==> config.mk <==
export PLATFORM = sky130hd
export DESIGN_NAME = ppm_sum_frame_decoder
export DESIGN_NICKNAME = d
export VERILOG_FILES = /design/src/design/psfd_pkg.sv /design/src/design/psfd_step.sv /design/src/design/ppm_sum_frame_decoder.sv
export SDC_FILE = /design/constraint.sdc
export NUM_CORES = 1
export LEC_CHECK = 0
export BUFFER_PORTS_ARGS = -buffer_cell sky130_fd_sc_hd__buf_2
export CORE_MARGIN = 4
export CORE_UTILIZATION = 30
export CTS_CLUSTER_DIAMETER = 30
export DETAILED_ROUTE_END_ITERATION = 8
export SLEW_MARGIN = 25
export SYNTH_ARGS = -nofsm -noshare
export SYNTH_HDL_FRONTEND = slang
export SYNTH_SLANG_ARGS = --single-unit
==> constraint.sdc <==
create_clock -name clk -period 9.8 [get_ports clk]
set_clock_uncertainty 0.1 [all_clocks]
set_input_delay 0.98 -clock clk [delete_from_list [all_inputs] [get_ports clk]]
set_output_delay 0.98 -clock clk [all_outputs]
set_load 0.02 [all_outputs]
==> src/design/psfd_pkg.sv <==
// Package: shared types and constants for the PPM sum frame decoder.
`timescale 1ns / 1ps

package psfd_pkg;

  // Channel slots and index sizing
  localparam int NUM_CHANNELS = 8;
  localparam int IDX_W        = $clog2(NUM_CHANNELS + 1);
  localparam int CH_W         = 3;
  localparam int TIME_W       = 16;
  localparam int VAL_W        = 15;
  localparam int CFG_IDX_W    = 3;
  localparam int CFG_DATA_W   = 16;

  // Register indexes on the configuration channel
  typedef enum logic [CFG_IDX_W-1:0] {
    REG_USE_PPM_MODE  = 3'd0,
    REG_SYNC_GAP      = 3'd1,
    REG_PULSE_MIN     = 3'd2,
    REG_PULSE_MAX     = 3'd3,
    REG_PWM_TARGET    = 3'd4
  } reg_idx_t;

  // Reset values of the registers
  localparam logic              RST_USE_PPM_MODE = 1'b1;
  localparam logic [TIME_W-1:0] RST_SYNC_GAP     = 16'd8000;
  localparam logic [TIME_W-1:0] RST_PULSE_MIN    = 16'd1500;
  localparam logic [TIME_W-1:0] RST_PULSE_MAX    = 16'd4500;
  localparam logic [CH_W-1:0]   RST_PWM_TARGET   = 3'd1;

  typedef struct packed {
    logic              use_ppm_mode;
    logic [TIME_W-1:0] sync_gap_threshold;
    logic [TIME_W-1:0] pulse_min_exclusive;
    logic [TIME_W-1:0] pulse_max_exclusive;
    logic [CH_W-1:0]   pwm_target_channel;
  } cfg_t;

  typedef struct packed {
    logic [TIME_W-1:0] previous_capture;
    logic [IDX_W-1:0]  channel_index;
    logic [TIME_W-1:0] rise_capture;
    logic              awaiting_fall;
  } state_t;

  typedef struct packed {
    logic             value_written;
    logic [CH_W-1:0]  channel_number;
    logic [VAL_W-1:0] channel_value;
    logic             frame_sync;
    logic             arm_falling_edge;
  } result_t;

  // Interval between two captures; a non-increasing pair counts as a wrap
  // that loses one tick, so equal captures give all ones.
  function automatic logic [TIME_W-1:0] span16(input logic [TIME_W-1:0] from,
                                               input logic [TIME_W-1:0] to);
    logic [TIME_W-1:0] d;
    d = to - from;
    if (to > from) begin
      return d;
    end
    return d - TIME_W'(1);
  endfunction

endpackage

==> src/design/psfd_step.sv <==
// Combinational step: one capture against current state gives next state and a result.
`timescale 1ns / 1ps

module psfd_step (
  input  psfd_pkg::cfg_t                    cfg,
  input  psfd_pkg::state_t                  cur,
  input  logic [psfd_pkg::TIME_W-1:0]       capture_time,
  output psfd_pkg::state_t                  nxt,
  output psfd_pkg::result_t                 res
);

  logic [psfd_pkg::TIME_W-1:0] ppm_diff;
  logic [psfd_pkg::TIME_W-1:0] pwm_width;
  logic                        idx_open;
  logic                        target_ok;

  assign ppm_diff  = psfd_pkg::span16(cur.previous_capture, capture_time);
  assign pwm_width = psfd_pkg::span16(cur.rise_capture, capture_time);
  assign idx_open  = int'(cur.channel_index) < psfd_pkg::NUM_CHANNELS;
  assign target_ok = int'(cfg.pwm_target_channel) < psfd_pkg::NUM_CHANNELS;

  // Decode one edge in the selected mode
  always_comb begin
    nxt = cur;
    res = '0;
    nxt.previous_capture = capture_time;
    if (!cfg.use_ppm_mode) begin
      if (!cur.awaiting_fall) begin
        nxt.rise_capture  = capture_time;
        nxt.awaiting_fall = 1'b1;
      end else begin
        if (target_ok) begin
          res.value_written  = 1'b1;
          res.channel_number = cfg.pwm_target_channel;
          res.channel_value  = pwm_width[psfd_pkg::TIME_W-1:1];
        end
        nxt.awaiting_fall = 1'b0;
      end
      res.arm_falling_edge = nxt.awaiting_fall;
    end else begin
      if (ppm_diff > cfg.sync_gap_threshold) begin
        nxt.channel_index = '0;
        res.frame_sync    = 1'b1;
      end else begin
        if (ppm_diff > cfg.pulse_min_exclusive && ppm_diff < cfg.pulse_max_exclusive &&
            idx_open) begin
          res.value_written  = 1'b1;
          res.channel_number = psfd_pkg::CH_W'(cur.channel_index);
          res.channel_value  = ppm_diff[psfd_pkg::TIME_W-1:1];
        end
        // Advance, holding at the slot count
        if (idx_open) begin
          nxt.channel_index = cur.channel_index + psfd_pkg::IDX_W'(1);
        end
      end
    end
  end

endmodule

==> src/design/ppm_sum_frame_decoder.sv <==
// Top level: PPM sum / single PWM capture decoder with config port and output register.
//
//   channel  | direction | handshake            | payload
//   ---------+-----------+----------------------+-------------------------------------
//   in       | sink      | in_valid / in_ready  | capture_time[15:0]
//   out      | source    | out_valid/out_ready  | value_written, channel_number[2:0],
//            |           |                      | channel_value[14:0], frame_sync,
//            |           |                      | arm_falling_edge
//   cfg      | sink      | cfg_valid/cfg_ready  | cfg_index[2:0], cfg_data[15:0]
//
// One beat per cycle unless the output stalls: each capture is decoded by a single
// subtract-compare stage; its result lands in the output register on the accepting edge.
// in_ready drops only while a result is held and out_ready is low.
// cfg_ready is always high; writes to unlisted indexes are dropped.
// Synchronous reset clears decoder state, registers to defaults, out_valid low.
`timescale 1ns / 1ps

module ppm_sum_frame_decoder (
  input  logic                              clk,
  input  logic                              rst,
  input  logic                              in_valid,
  output logic                              in_ready,
  input  logic [psfd_pkg::TIME_W-1:0]       capture_time,
  output logic                              out_valid,
  input  logic                              out_ready,
  output logic                              value_written,
  output logic [psfd_pkg::CH_W-1:0]         channel_number,
  output logic [psfd_pkg::VAL_W-1:0]        channel_value,
  output logic                              frame_sync,
  output logic                              arm_falling_edge,
  input  logic                              cfg_valid,
  output logic                              cfg_ready,
  input  logic [psfd_pkg::CFG_IDX_W-1:0]    cfg_index,
  input  logic [psfd_pkg::CFG_DATA_W-1:0]   cfg_data
);

  psfd_pkg::cfg_t    cfg;
  psfd_pkg::state_t  state;
  psfd_pkg::state_t  state_next;
  psfd_pkg::result_t step_res;
  psfd_pkg::result_t result;
  logic              in_fire;

  assign cfg_ready = 1'b1;
  assign in_ready  = !out_valid || out_ready;
  assign in_fire   = in_valid && in_ready;

  // Write configuration registers
  always_ff @(posedge clk) begin
    if (rst) begin
      cfg.use_ppm_mode        <= psfd_pkg::RST_USE_PPM_MODE;
      cfg.sync_gap_threshold  <= psfd_pkg::RST_SYNC_GAP;
      cfg.pulse_min_exclusive <= psfd_pkg::RST_PULSE_MIN;
      cfg.pulse_max_exclusive <= psfd_pkg::RST_PULSE_MAX;
      cfg.pwm_target_channel  <= psfd_pkg::RST_PWM_TARGET;
    end else if (cfg_valid && cfg_ready) begin
      case (psfd_pkg::reg_idx_t'(cfg_index))
        psfd_pkg::REG_USE_PPM_MODE: cfg.use_ppm_mode        <= cfg_data[0];
        psfd_pkg::REG_SYNC_GAP:     cfg.sync_gap_threshold  <= cfg_data;
        psfd_pkg::REG_PULSE_MIN:    cfg.pulse_min_exclusive <= cfg_data;
        psfd_pkg::REG_PULSE_MAX:    cfg.pulse_max_exclusive <= cfg_data;
        psfd_pkg::REG_PWM_TARGET:   cfg.pwm_target_channel  <= cfg_data[psfd_pkg::CH_W-1:0];
        default: ;
      endcase
    end
  end

  psfd_step u_step (
    .cfg          (cfg),
    .cur          (state),
    .capture_time (capture_time),
    .nxt          (state_next),
    .res          (step_res)
  );

  // Advance decoder state on each accepted beat
  always_ff @(posedge clk) begin
    if (rst) begin
      state <= '0;
    end else if (in_fire) begin
      state <= state_next;
    end
  end

  // Hold result until taken
  always_ff @(posedge clk) begin
    if (rst) begin
      out_valid <= 1'b0;
    end else if (in_fire) begin
      out_valid <= 1'b1;
    end else if (out_ready) begin
      out_valid <= 1'b0;
    end
  end

  always_ff @(posedge clk) begin
    if (in_fire) begin
      result <= step_res;
    end
  end

  assign value_written    = result.value_written;
  assign channel_number   = result.channel_number;
  assign channel_value    = result.channel_value;
  assign frame_sync       = result.frame_sync;
  assign arm_falling_edge = result.arm_falling_edge;

endmodule

# After elaboration in Yosys (flattened, before gate mapping)
# Index checks and enable logic that the tools add are counted.
# totals
inputBits	40
register_bits	111
# op_classes
muxes	16
n_addsub	5
n_bitwise	2
reduce_logical	16
order_cmp	6
n_eq_ne	4
# ops
operator	count
$mux 19	4
$gt 16x16->1	4
$mux 16	4
$sub 16x1->16 const B	2
$sub 16x16->16	2
$lt 16x16->1	1
$reduce_and 2->1	6
$mux 4	2
$eq 3x2->1 const B	2
$mux 1	6
$reduce_and 3->1	2
$add 4x1->4 const B	1
$lt 4x4->1 const B	1
$reduce_bool 2->1	2
$eq 3x1->1 const B	1
$eq 3x3->1 const B	1
$logic_and 1x1->1	3
$logic_not 3->1	1
$not 1->1	2
$logic_not 1->1	1
$logic_or 1x1->1	1

# Longest topological paths before layout
# Gate-level depths: netlist of run 1.
# logic_depth
depth_word	9
ltp_mapped	22
mapped_depth_nobuf	22

# By module
# Synthesis of run 1 repeated with hierarchy kept, for this count alone.
# hier_totals
hier_cells	1065
hier_area_um2	8703.3
# modules_own_cells
mod	instances	seq_area_each_um2	cells_per_inst	area_each_um2
psfd_step	1	0.0	647	4495.6
ppm_sum_frame_decoder	1	2432.3	418	4207.8

# Worst setup path after synthesis of run 1
# Ideal clock, no wire load.
# synth_timing
path_kind	input to register
start	input port capture_time[0] (netlist bit)
end	register result, in the netlist channel_value[4] (data pin)
path_slack_ps	4536
stages	21
t_arrival_ps	4899
setup_ps	265
required_ps	9435
cell_sequence	inv_1 ha_1 fa_1 nand2b_1 a211oi_1 nor2_1 a311o_1 a211oi_1 and3b_1 xor2_1 inv_1 ha_1 nand3_1 or3_1 nor2_1 a221oi_1 o221ai_1 a311oi_1 nand2_1 buf_2 o32ai_1
# synth_lines
element	line_no	text
from (decl)	ppm_sum_frame_decoder.sv:23	input logic [psfd_pkg::TIME_W-1:0] capture_time,
to (signal assigned)	ppm_sum_frame_decoder.sv:98	result <= step_res;
to (decl)	ppm_sum_frame_decoder.sv:41	psfd_pkg::result_t result;

==> results of run 1 <==
==> cell type report <==
cell class | instances | area [um^2] | area share (%)
Multi-Input combinational cell | 779 | 5086 | 56.50
Sequential cell | 111 | 2432 | 27.02
Tap cell | 341 | 426.7 | 4.739
Inverter | 111 | 416.7 | 4.628
Timing Repair Buffer | 65 | 332.8 | 3.697
Clock buffer | 9 | 225.2 | 2.502
Clock inverter | 7 | 82.58 | 0.9173
==> flip-flops by register name, indices dropped and copies added (netlist names) <==
name / count
cfg: 52
arm_falling_edge: 1
state: 37
value_written: 1
frame_sync: 1
channel_number: 3
channel_value: 15
out_valid: 1
==> cell usage in the layout (no fill, tap or decap), drive strengths merged, types with 4 or more instances in the layout <==
cell type | synthesis | layout
xor2 | 23 | 23
mux2i | 7 | 7
nand3b | 15 | 15
o21ai | 37 | 37
a21oi | 101 | 101
ha | 82 | 82
nand4 | 15 | 15
dfxtp | 90 | 90
o21a | 9 | 9
buf | 14 | 65
o21bai | 5 | 5
or2 | 9 | 9
nor3 | 14 | 14
and2 | 6 | 6
xnor2 | 20 | 20
a31oi | 5 | 5
and3 | 8 | 8
o221ai | 5 | 5
nor2b | 13 | 13
o211ai | 13 | 13
a21o | 10 | 10
a2111oi | 4 | 4
nand2b | 9 | 9
edfxtp | 21 | 21
a211o | 9 | 9
or3 | 5 | 5
a211oi | 16 | 16
nand3 | 12 | 12
inv | 111 | 115
and4 | 4 | 4
clkbuf | 35 | 9
o22ai | 15 | 15
nor2 | 54 | 54
nand2 | 199 | 199
a21boi | 5 | 5
==> kinds of logic (layout without fill, tap and decap cells) <==
group           after synthesis  after routing
fa+ha+maj                    84             84
mux                           8              8
buf+inv                     160            192
compound gates              263            263
xor+xnor                     43             43
other cells                   1              1
simple gates                380            380
flops                       111            111
==> metal layers <==
metal  vias up  share of wire [%]  track usage, %
met5         -                  0               0
met4         0                2.3           4.589
met3        30                2.7           1.727
met2       121                 45           23.53
met1      3393                 50           20.60
li1       3701                  -               -
==> critical path: stages <==
cell and delay (ns):
sky130_fd_sc_hd__buf_2 0.10, sky130_fd_sc_hd__inv_1 0.05, sky130_fd_sc_hd__ha_1 0.22, sky130_fd_sc_hd__fa_1 0.39
sky130_fd_sc_hd__nand2b_1 0.20, sky130_fd_sc_hd__a211oi_1 0.39, sky130_fd_sc_hd__nor2_1 0.19, sky130_fd_sc_hd__xor2_1 0.24
sky130_fd_sc_hd__o211ai_1 0.24, sky130_fd_sc_hd__nor4b_1 0.44, sky130_fd_sc_hd__o211ai_1 0.18, sky130_fd_sc_hd__xor2_1 0.30
sky130_fd_sc_hd__inv_1 0.15, sky130_fd_sc_hd__ha_1 0.31, sky130_fd_sc_hd__nand3_1 0.12, sky130_fd_sc_hd__or3_1 0.15
sky130_fd_sc_hd__nor2_1 0.06, sky130_fd_sc_hd__a221oi_1 0.25, sky130_fd_sc_hd__o221ai_1 0.16, sky130_fd_sc_hd__a311oi_1 0.28
sky130_fd_sc_hd__nand2_1 0.44, sky130_fd_sc_hd__o22ai_1 0.34
==> worst min path at each step <==
stage                     slack (ns)   endpoint  cells after the start       from
after floorplan                 0.34    cfg[12]                      2    cfg[12]
after global placement          0.34  state[35]                      2  state[35]
after detailed placement        0.35   state[4]                      2   state[4]
after CTS                       0.36   state[4]                      2   state[4]
after global routing            0.38   state[4]                      2   state[4]
final                           0.35   state[4]                      2   state[4]
==> power by group through the flow <==
| stage | clock network (mW) | logic (mW) | registers [mW] |
|---|---|---|---|
| after global placement | 0 | 0.405 | 0.512 |
| after CTS | 0.396 | 0.413 | 0.501 |
| final | 0.386 | 0.414 | 0.501 |
| after global routing | 0.411 | 0.467 | 0.503 |
| after detailed placement | 0 | 0.410 | 0.511 |
| after floorplan | 0 | 0.291 | 0.519 |
==> flow_summary.toml, run 1 <==
[global_route]
antenna_found_initial = 0
first_global_vias = 6895
grt_max_degree = 91
grt_overflow = 0
global_route.usage.total_pct = 14.64
wire_length_of_the_first_global_routing_pass_um = 36230

[floorplan]
rows = 60
design.die.area_um2 = 29890
die_width_um = 172.9
die_h_um = 172.9
core_um2 = 26880
num_io_pins = 64
floorplan.initialDensity_pct = 30.34

[sta]
hold_violations = 0
max_frequency_ghz = 0.1635
tns_ns = 0
whs_ns = 0.3549
timing_worst_slew_pin_value_ns = 0.9638
timing.final.max_slew_violations = 0
layout_min_cycle_time_ns = 6.118
final.period_utilization_pct = 62.42
finalSetupViolations = 0
max_slew_margin_pct = 35.75
layout_setup_ws_ns = 3.682
unrepaired_setup_endpoints_after_global_routing = "false"

[critical_path]
largest_fanout_on_the_critical_path = 19
critPathCapture = "channel_value[12]"
worstSetupPathType = "input port to flip-flop"
r2r_start = "state[21]"
worst-r2r-cell-count = 20
worst_setup_path_startpoint = "capture_time[0]"
worstPathRequired_ns = 9.90
setup.worst_path.start_class = "input port"
cp_data_arrival_time_ns = 6.21
reg2reg_to = "channel_value[12]"
rrSetupSlack_ns = 4.13
worst_setup_path_end_kind = "flip-flop"

[placement]
io_buffers = 62
gp_routability_congestion = 0.8898
pre_cts_slack_ns = 3.401
placed_area_um2 = 8695
hpwl_um = 17240
place.detailed.instances = 1407

[synth]
synth_cell_types = 83
yosys_warnings = 0
synth.avg_cell_area_um2 = 7.767
synthFlopType = "sky130_fd_sc_hd__dfxtp_1"
count_of_flip_flops_with_a_built_in_enable_after_synthesis = 21
synth_cells = 1050
yosysTopAreaCellShare_pct = 22.09
synth_xor_area_share_pct = 4.618
synth_simple_gate_area_share_pct = 21.99
synth_compound_gate_area_share_pct = 21.48
synthTopCellsByCount = "sky130_fd_sc_hd__nand2_1, sky130_fd_sc_hd__inv_1, sky130_fd_sc_hd__a21oi_1"
synth_sequential_area_ratio_pct = 29.83
synth_fp_nets = 1174
async_reset_ff_share_pct = 0
synth.area.top_cells = "sky130_fd_sc_hd__dfxtp_1, sky130_fd_sc_hd__ha_1, sky130_fd_sc_hd__nand2_1, sky130_fd_sc_hd__edfxtp_1, sky130_fd_sc_hd__a21oi_1"
synth_seq_cells = 111
synthesis.area_um2 = 8155
yosys.cell_count.top_type = "sky130_fd_sc_hd__nand2_1"
yosysTopAreaCell = "sky130_fd_sc_hd__dfxtp_1"
post_synthesis_share_of_cell_area_spent_on_full_adders_half_adders_and_majority_gates_pct = 13.07
largest_family_of_logic_cells_by_synthesized_area = "simple AND/OR/NAND/NOR gates"
multiplexer_share_of_the_synthesized_area_pct = 0.9972

[routing]
detailroute.via_count = 7245
ant_nets = 0
drt_pass1_iterations = 5
postRouteWirelength_um = 22300
drt_drc_violations_left = 0
vias_per_cell = 5.091
detail_route.iter0.violations = 507
wl_per_cell_um = 15.67

[power]
power_switching_mw = 0.4737
switching_share_pct = 36.41
fraction_of_power_consumed_by_combinational_cells_pct = 31.8
post_layout_total_power_mw = 1.301
p_seq_share_pct = 38.5
power.static_leakage_nw = 3.607
vdd.ir_drop.worst_v = 0.00007493
clock_power_share_pct = 29.7
cellInternalPower_mw = 0.8273
p_per_area_nw_per_um2 = 144.5

[cts]
cts.reportedPaths.clkPinSlew_ns = 0.08
cts_resized = 0
clock_tree.buffer_depth = 2
htree_num_levels = 3
tritoncts.num_buffers = 9
cts.repair_timing.setup_buffer_count = 0
cts_tree = "yes"
hold_buffers = 0
cts.sinks = 111
cts-root-buf = "sky130_fd_sc_hd__clkbuf_16"
clock_latency_of_the_later_clocked_register_in_the_worst_skew_pair_ns = 0.37

[final_layout]
drive_above_1_share_pct = 9.889
stdcell_count = 1423
final_core_utilization_pct = 33.50
fillers = 2851
nNetsFinal = 1201
finalInstanceArea_um2 = 9002
areaGrowthSynthToFinish_pct = 10.39
antenna_cells_inserted = 0

[status]
status = "finished clean"

[flow_run]
max_cap_viol_count = 0

[hold_path]
holdCritPathClass = "flip-flop to flip-flop"
Power figures use the tool's default switching activity.
==> run 2: changes to the inputs <==
==> constraint.sdc (replaced) <==
create_clock -name clk -period 6.35 [get_ports clk]
set_clock_uncertainty 0.1 [all_clocks]
set_input_delay 0.635 -clock clk [delete_from_list [all_inputs] [get_ports clk]]
set_output_delay 0.635 -clock clk [all_outputs]
set_load 0.02 [all_outputs]
==> run 2 against run 1 <==
  * Worst hold slack gained 0.00088 ns
  * Power grew 57%
  * Wire length shrank 0.48%
  * Clock power grew 62%
  * Largest power group unchanged
==> flow_summary.toml, run 2 (synthesis results as in run 1) <==
[cts]
cts.sinks = 111
htree_num_levels = 3
cts-root-buf = "sky130_fd_sc_hd__clkbuf_16"
cts.reportedPaths.clkPinSlew_ns = 0.08
clock_latency_of_the_later_clocked_register_in_the_worst_skew_pair_ns = 0.36
cts.repair_timing.setup_buffer_count = 0
cts_tree = "yes"
hold_buffers = 0
cts_resized = 0
clock_tree.buffer_depth = 2
tritoncts.num_buffers = 9

[global_route]
antenna_found_initial = 0
first_global_vias = 6926
grt_max_degree = 91
grt_overflow = 0
wire_length_of_the_first_global_routing_pass_um = 36650
global_route.usage.total_pct = 14.73

[status]
status = "finished clean"

[sta]
max_slew_margin_pct = 34.75
finalSetupViolations = 0
timing.final.max_slew_violations = 0
hold_violations = 0
max_frequency_ghz = 0.1781
final.period_utilization_pct = 88.42
layout_min_cycle_time_ns = 5.615
unrepaired_setup_endpoints_after_global_routing = "false"
timing_worst_slew_pin_value_ns = 0.9787
tns_ns = 0

[critical_path]
r2r_start = "state[21]"
worstSetupPathType = "input port to flip-flop"
largest_fanout_on_the_critical_path = 19
worstPathRequired_ns = 6.43
worst-r2r-cell-count = 20
worst_setup_path_end_kind = "flip-flop"
cp_data_arrival_time_ns = 5.70
rrSetupSlack_ns = 0.87
setup.worst_path.start_class = "input port"
reg2reg_to = "channel_value[13]"

[routing]
vias_per_cell = 5.047
drt_pass1_iterations = 5
drt_drc_violations_left = 0
detailroute.via_count = 7177
wl_per_cell_um = 15.61
detail_route.iter0.violations = 415
postRouteWirelength_um = 22190
ant_nets = 0

[placement]
hpwl_um = 17130
io_buffers = 62
gp_routability_congestion = 0.8717

[power]
power.static_leakage_nw = 3.614
p_per_area_nw_per_um2 = 225.9
vdd.ir_drop.worst_v = 0.0001098

[final_layout]
areaGrowthSynthToFinish_pct = 10.54
max_flop_register = "cfg"
antenna_cells_inserted = 0
final_core_utilization_pct = 33.54
flip_flop_count_of_the_largest_register_after_layout = 52
drive_above_1_share_pct = 9.898
top_library_cells_by_usage_in_the_layout_fill_and_taps_aside = "sky130_fd_sc_hd__nand2_1, sky130_fd_sc_hd__inv_1, sky130_fd_sc_hd__a21oi_1"
nNetsFinal = 1200
mostFrequentLayoutCell = "sky130_fd_sc_hd__nand2_1"

[floorplan]
core_um2 = 26880
die_h_um = 172.9
die_width_um = 172.9
floorplan.initialDensity_pct = 30.34
design.die.area_um2 = 29890
num_io_pins = 64
rows = 60

[hold_path]
min_from = "state[5]"
worst_hold_path.num_cells = 2
holdPathEnd = "state[5]"
holdCritPathClass = "flip-flop to flip-flop"

[flow_run]
max_cap_viol_count = 0
-- run 2: changes by cell type in the layout (fill, tap and decap cells not counted) --
cell                         previous run  this run
sky130_fd_sc_hd__nand2_1              199       198
sky130_fd_sc_hd__buf_4                  3         2
sky130_fd_sc_hd__bufinv_16              0         1
sky130_fd_sc_hd__nand2_2                0         1
sky130_fd_sc_hd__clkinv_4               0         1
sky130_fd_sc_hd__clkinvlp_4             1         0
sky130_fd_sc_hd__inv_8                  3         1
sky130_fd_sc_hd__inv_6                  1         2
-- run 2: report_power, final --
part / internal [mW] / switching [mW]
Clock: 0.320 / 0.307
Sequential: 0.755 / 0.0188
Combinational: 0.237 / 0.398
-- run 2: metrics by stage --
| stage | instance area [um^2] | cells | total power [mW] | hold WS (ns) | setup slack [ns] |
|---|---|---|---|---|---|
| after floorplan | 8155 | 1050 | 1.249 | 0.3363 | 1.431 |
| after global placement | 8681 | 1406 | 1.414 | 0.3423 | 0.4749 |
| after detailed placement | 8687 | 1406 | 1.419 | 0.3467 | 0.3034 |
| after CTS | 9012 | 1422 | 2.046 | 0.3576 | 0.6416 |
| after global routing | 9015 | 1422 | 2.163 | 0.3735 | 0.1297 |
| final | 9015 | 1422 | 2.036 | 0.3557 | 0.7353 |
-- run 2: worst max path at each step --
stage	from	to	slack, ns	cells after the start
global placement	capture_time[0]	channel_value[4]	0.47	22
global route	capture_time[0]	channel_value[13]	0.13	21
detailed placement	capture_time[0]	channel_value[13]	0.30	22
finish	capture_time[0]	channel_value[13]	0.74	22
CTS	capture_time[0]	channel_value[13]	0.64	22
floorplan	capture_time[0]	channel_value[4]	1.43	21
-- run 2: critical path: stages --
cell and delay (ns):
sky130_fd_sc_hd__buf_2 0.10, sky130_fd_sc_hd__inv_1 0.06, sky130_fd_sc_hd__ha_1 0.22, sky130_fd_sc_hd__fa_1 0.40
sky130_fd_sc_hd__nand2b_1 0.20, sky130_fd_sc_hd__a211oi_1 0.39, sky130_fd_sc_hd__nor2_1 0.18, sky130_fd_sc_hd__xor2_1 0.23
sky130_fd_sc_hd__o211ai_1 0.24, sky130_fd_sc_hd__nor4b_1 0.45, sky130_fd_sc_hd__o211ai_1 0.20, sky130_fd_sc_hd__xor2_1 0.29
sky130_fd_sc_hd__inv_1 0.14, sky130_fd_sc_hd__ha_1 0.31, sky130_fd_sc_hd__nand3_1 0.12, sky130_fd_sc_hd__or3_1 0.15
sky130_fd_sc_hd__nor2_1 0.07, sky130_fd_sc_hd__a221oi_1 0.25, sky130_fd_sc_hd__o221ai_1 0.16, sky130_fd_sc_hd__a311oi_1 0.33
sky130_fd_sc_hd__nand2_2 0.29, sky130_fd_sc_hd__o22ai_1 0.28
-- run 2: layer usage --
metal	global-route usage, %	share of wire, %	vias up
met2	23.79	45	121
met1	20.86	51	3332
met4	4.589	2.0	0
li1	-	-	3698
met3	1.377	2.5	26
met5	0	0	-
-- run 2: area by class of cell --
type	instances	area, um^2
fillers	2886	17860
multi-input cells	779	5089
flip-flops and latches	111	2432
well taps	341	426.7
inverters	111	416.7
repair buffers	64	325.3
clock buffers	9	225.2
clock inverters	7	100.1
==> run 3: changes to the inputs <==
--- a/config.mk
+++ b/config.mk
@@ -5,11 +5,13 @@
 export SDC_FILE = /design/constraint.sdc
 export NUM_CORES = 1
 export LEC_CHECK = 0
+export ABC_AREA = 1
 export BUFFER_PORTS_ARGS = -buffer_cell sky130_fd_sc_hd__buf_2
 export CORE_MARGIN = 4
 export CORE_UTILIZATION = 30
 export CTS_CLUSTER_DIAMETER = 30
 export DETAILED_ROUTE_END_ITERATION = 8
+export PLACE_DENSITY_LB_ADDON = 0.05
 export SLEW_MARGIN = 25
 export SYNTH_ARGS = -nofsm -noshare
 export SYNTH_HDL_FRONTEND = slang
==> run 3 against run 2 <==
  * Setup slack better by 0.89 ns
  * Register-to-register slack better by 0.91 ns
  * Synthesized area down 3.9%
  * Cell area down 2.3%
  * Worst hold slack better by 0.0048 ns
  * First-iteration DRC count down 10%
  * Combinational power up 13%
  * Sequential cell count unchanged
  * Critical path type unchanged
  * Largest power group unchanged
  * Highest routed layer is now met5
==> flow_summary.toml, run 3 <==
[synth]
synthesis.area_um2 = 7836
synth.area.top_cells = "sky130_fd_sc_hd__dfxtp_1, sky130_fd_sc_hd__ha_1, sky130_fd_sc_hd__nand2_1, sky130_fd_sc_hd__inv_1, sky130_fd_sc_hd__edfxtp_1"
synth.avg_cell_area_um2 = 6.978
synth_sequential_area_ratio_pct = 31.04
synth_cells = 1123
synth_seq_cells = 111
synthFlopType = "sky130_fd_sc_hd__dfxtp_1"
yosysTopAreaCell = "sky130_fd_sc_hd__dfxtp_1"
synth_fp_nets = 1247
yosys.cell_count.top_type = "sky130_fd_sc_hd__nand2_1"
synthTopCellsByCount = "sky130_fd_sc_hd__nand2_1, sky130_fd_sc_hd__inv_1, sky130_fd_sc_hd__a21oi_1"
synth_cell_types = 46
count_of_flip_flops_with_a_built_in_enable_after_synthesis = 21
async_reset_ff_share_pct = 0
yosys_warnings = 0
yosysTopAreaCellShare_pct = 22.99

[critical_path]
r2r_start = "state[21]"
worst_setup_path_end_kind = "flip-flop"
worstSetupPathType = "input port to flip-flop"
cp_data_arrival_time_ns = 4.74
reg2reg_to = "channel_value[10]"
worstPathRequired_ns = 6.37
max_stage_delay_ns = 0.44
largest_fanout_on_the_critical_path = 19
setup.worst_path.start_class = "input port"
cpMostUsedCell = "sky130_fd_sc_hd__nand2_1"
worst-r2r-cell-count = 28
worst_setup_path_startpoint = "capture_time[0]"
crit_path_top_delay_cell = "sky130_fd_sc_hd__nor4_1"
rrSetupSlack_ns = 1.78
critPathCapture = "channel_value[10]"

[cts]
cts-root-buf = "sky130_fd_sc_hd__clkbuf_16"
cts_resized = 0
cts.sinks = 111
cts.reportedPaths.clkPinSlew_ns = 0.08
clock_latency_of_the_later_clocked_register_in_the_worst_skew_pair_ns = 0.36
hold_buffers = 0
cts.repair_timing.setup_buffer_count = 0
cts_tree = "yes"
clock_tree.buffer_depth = 2
htree_num_levels = 3
tritoncts.num_buffers = 9

[final_layout]
multi_input_area_um2 = 4584
fillers = 2833
drive_above_1_share_pct = 9.797
mostFrequentLayoutCell = "sky130_fd_sc_hd__nand2_1"
layout.area.seq_um2 = 2432
top_library_cells_by_usage_in_the_layout_fill_and_taps_aside = "sky130_fd_sc_hd__nand2_1, sky130_fd_sc_hd__inv_1, sky130_fd_sc_hd__a21oi_1"
areaGrowthSynthToFinish_pct = 12.37
max_flop_register = "cfg"
nNetsFinal = 1303
final_core_utilization_pct = 34.57
flip_flop_count_of_the_largest_register_after_layout = 52

[routing]
postRouteWirelength_um = 24490
drt_pass1_iterations = 5
vias_per_cell = 4.706
wl_per_cell_um = 16.17
detailroute.via_count = 7129
drt_drc_violations_left = 0
detail_route.iter0.violations = 372
ant_nets = 0

[flow_run]
max_cap_viol_count = 0

[placement]
pre_cts_slack_ns = 1.161
gp_routability_congestion = 0.8037
io_buffers = 62
hpwl_um = 19180

[global_route]
first_global_vias = 6961
antenna_found_initial = 1
grt.met2_usage_pct = 29.17
wire_length_of_the_first_global_routing_pass_um = 38850
grt_max_degree = 76
most_used_routing_layer = "met2"
grt_overflow = 0
global_route.usage.met3_pct = 2.516
grt.met1_usage_pct = 23.24
global_route.usage.total_pct = 17.28

[floorplan]
rows = 58
die_h_um = 169.6
num_io_pins = 64
design.die.area_um2 = 28770
die_width_um = 169.6
core_um2 = 25470
floorplan.initialDensity_pct = 30.76

[power]
vdd.ir_drop.worst_v = 0.0001202
power.static_leakage_nw = 4.221
p_per_area_nw_per_um2 = 235.1
post_layout_total_power_mw = 2.070

[sta]
final.period_utilization_pct = 74.46
tns_ns = 0
layout_min_cycle_time_ns = 4.729
timing.final.max_slew_violations = 0
max_slew_margin_pct = 34.14
max_frequency_ghz = 0.2115
unrepaired_setup_endpoints_after_global_routing = "false"
timing_worst_slew_pin_value_ns = 0.9818
hold_violations = 0
layout_setup_ws_ns = 1.621
finalSetupViolations = 0

[status]
status = "finished clean"

[hold_path]
holdCritPathClass = "flip-flop to flip-flop"
[run 3: cell types whose count changed in the layout (fill, tap and decap cells not counted), moves of 10 or more]
| cell | previous run | this run |
|---|---|---|
| sky130_fd_sc_hd__nand2_1 | 198 | 239 |
| sky130_fd_sc_hd__nand3_1 | 11 | 77 |
| sky130_fd_sc_hd__nor2b_1 | 13 | 0 |
| sky130_fd_sc_hd__nand3b_1 | 15 | 5 |
| sky130_fd_sc_hd__a21oi_1 | 98 | 116 |
| sky130_fd_sc_hd__nor2_1 | 52 | 70 |
| sky130_fd_sc_hd__o22ai_1 | 15 | 0 |
| sky130_fd_sc_hd__inv_1 | 111 | 183 |
| sky130_fd_sc_hd__a211oi_1 | 14 | 3 |
| sky130_fd_sc_hd__o21ai_0 | 29 | 84 |
[run 3: metrics by stage]
step	area [um^2]	std cells	hold WS, ns
after detailed placement	8517	1498	0.3520
after CTS	8803	1514	0.3643
final	8806	1515	0.3605
after floorplan	7836	1123	0.3331
after global placement	8517	1498	0.3477
after global routing	8803	1514	0.3832
[run 3: cell families after synthesis]
| logic type | share of synthesized area, % |
|---|---|
| muxes | 0.1277 |
| xor gates and xnor gates | 3.130 |
| buffers and inverters | 10.46 |
| DFF | 31.04 |
| adders and majority gates | 13.60 |
| and+or+nand+nor | 25.18 |
| other | 0.04785 |
| AOI/OAI and AO/OA | 16.41 |
[run 3: power by group]
group / switching (mW) / total (mW) / leakage (nW) / internal, mW
combinational: 0.478 / 0.717 / 3.14 / 0.238
sequential: 0.0137 / 0.772 / 0.947 / 0.759
clock: 0.306 / 0.581 / 0.134 / 0.275
total: 0.798 / 2.07 / 4.22 / 1.27
[run 3: cell type report]
| cell class | count | area share (%) |
|---|---|---|
| inverters | 189 | 8.056 |
| multi-input cells | 797 | 52.06 |
| repair buffers | 71 | 4.291 |
| well taps | 330 | 4.689 |
| clock inverters | 6 | 0.6536 |
| diodes | 1 | 0.02842 |
| flip-flops and latches | 111 | 27.62 |
| clock buffers | 10 | 2.600 |
[run 3: worst min-delay path by stage]
stage	from	to	slack [ns]	depth (start not counted)
2_1_floorplan	state[10]	state[10]	0.33	2
5_1_grt	state[5]	state[5]	0.38	2
3_5_place_dp	state[27]	state[27]	0.35	2
6_report	state[14]	state[14]	0.36	2
3_3_place_gp	state[29]	state[29]	0.35	2
4_1_cts	state[29]	state[29]	0.36	2
[run 3: critical path, delay by kind of cell]
family	cells	cell delay, ns
AOI/OAI and AO/OA	2	0.45
and+or+nand+nor	19	2.03
adders and majority gates	3	0.87
buffers and inverters	6	0.75
[run 3: metal layers]
metal | vias up | wire (um)
li1 | 3802 | -
met4 | 2 | 493
met3 | 25 | 743
met1 | 3196 | 11870
met5 | - | 12
met2 | 104 | 11380
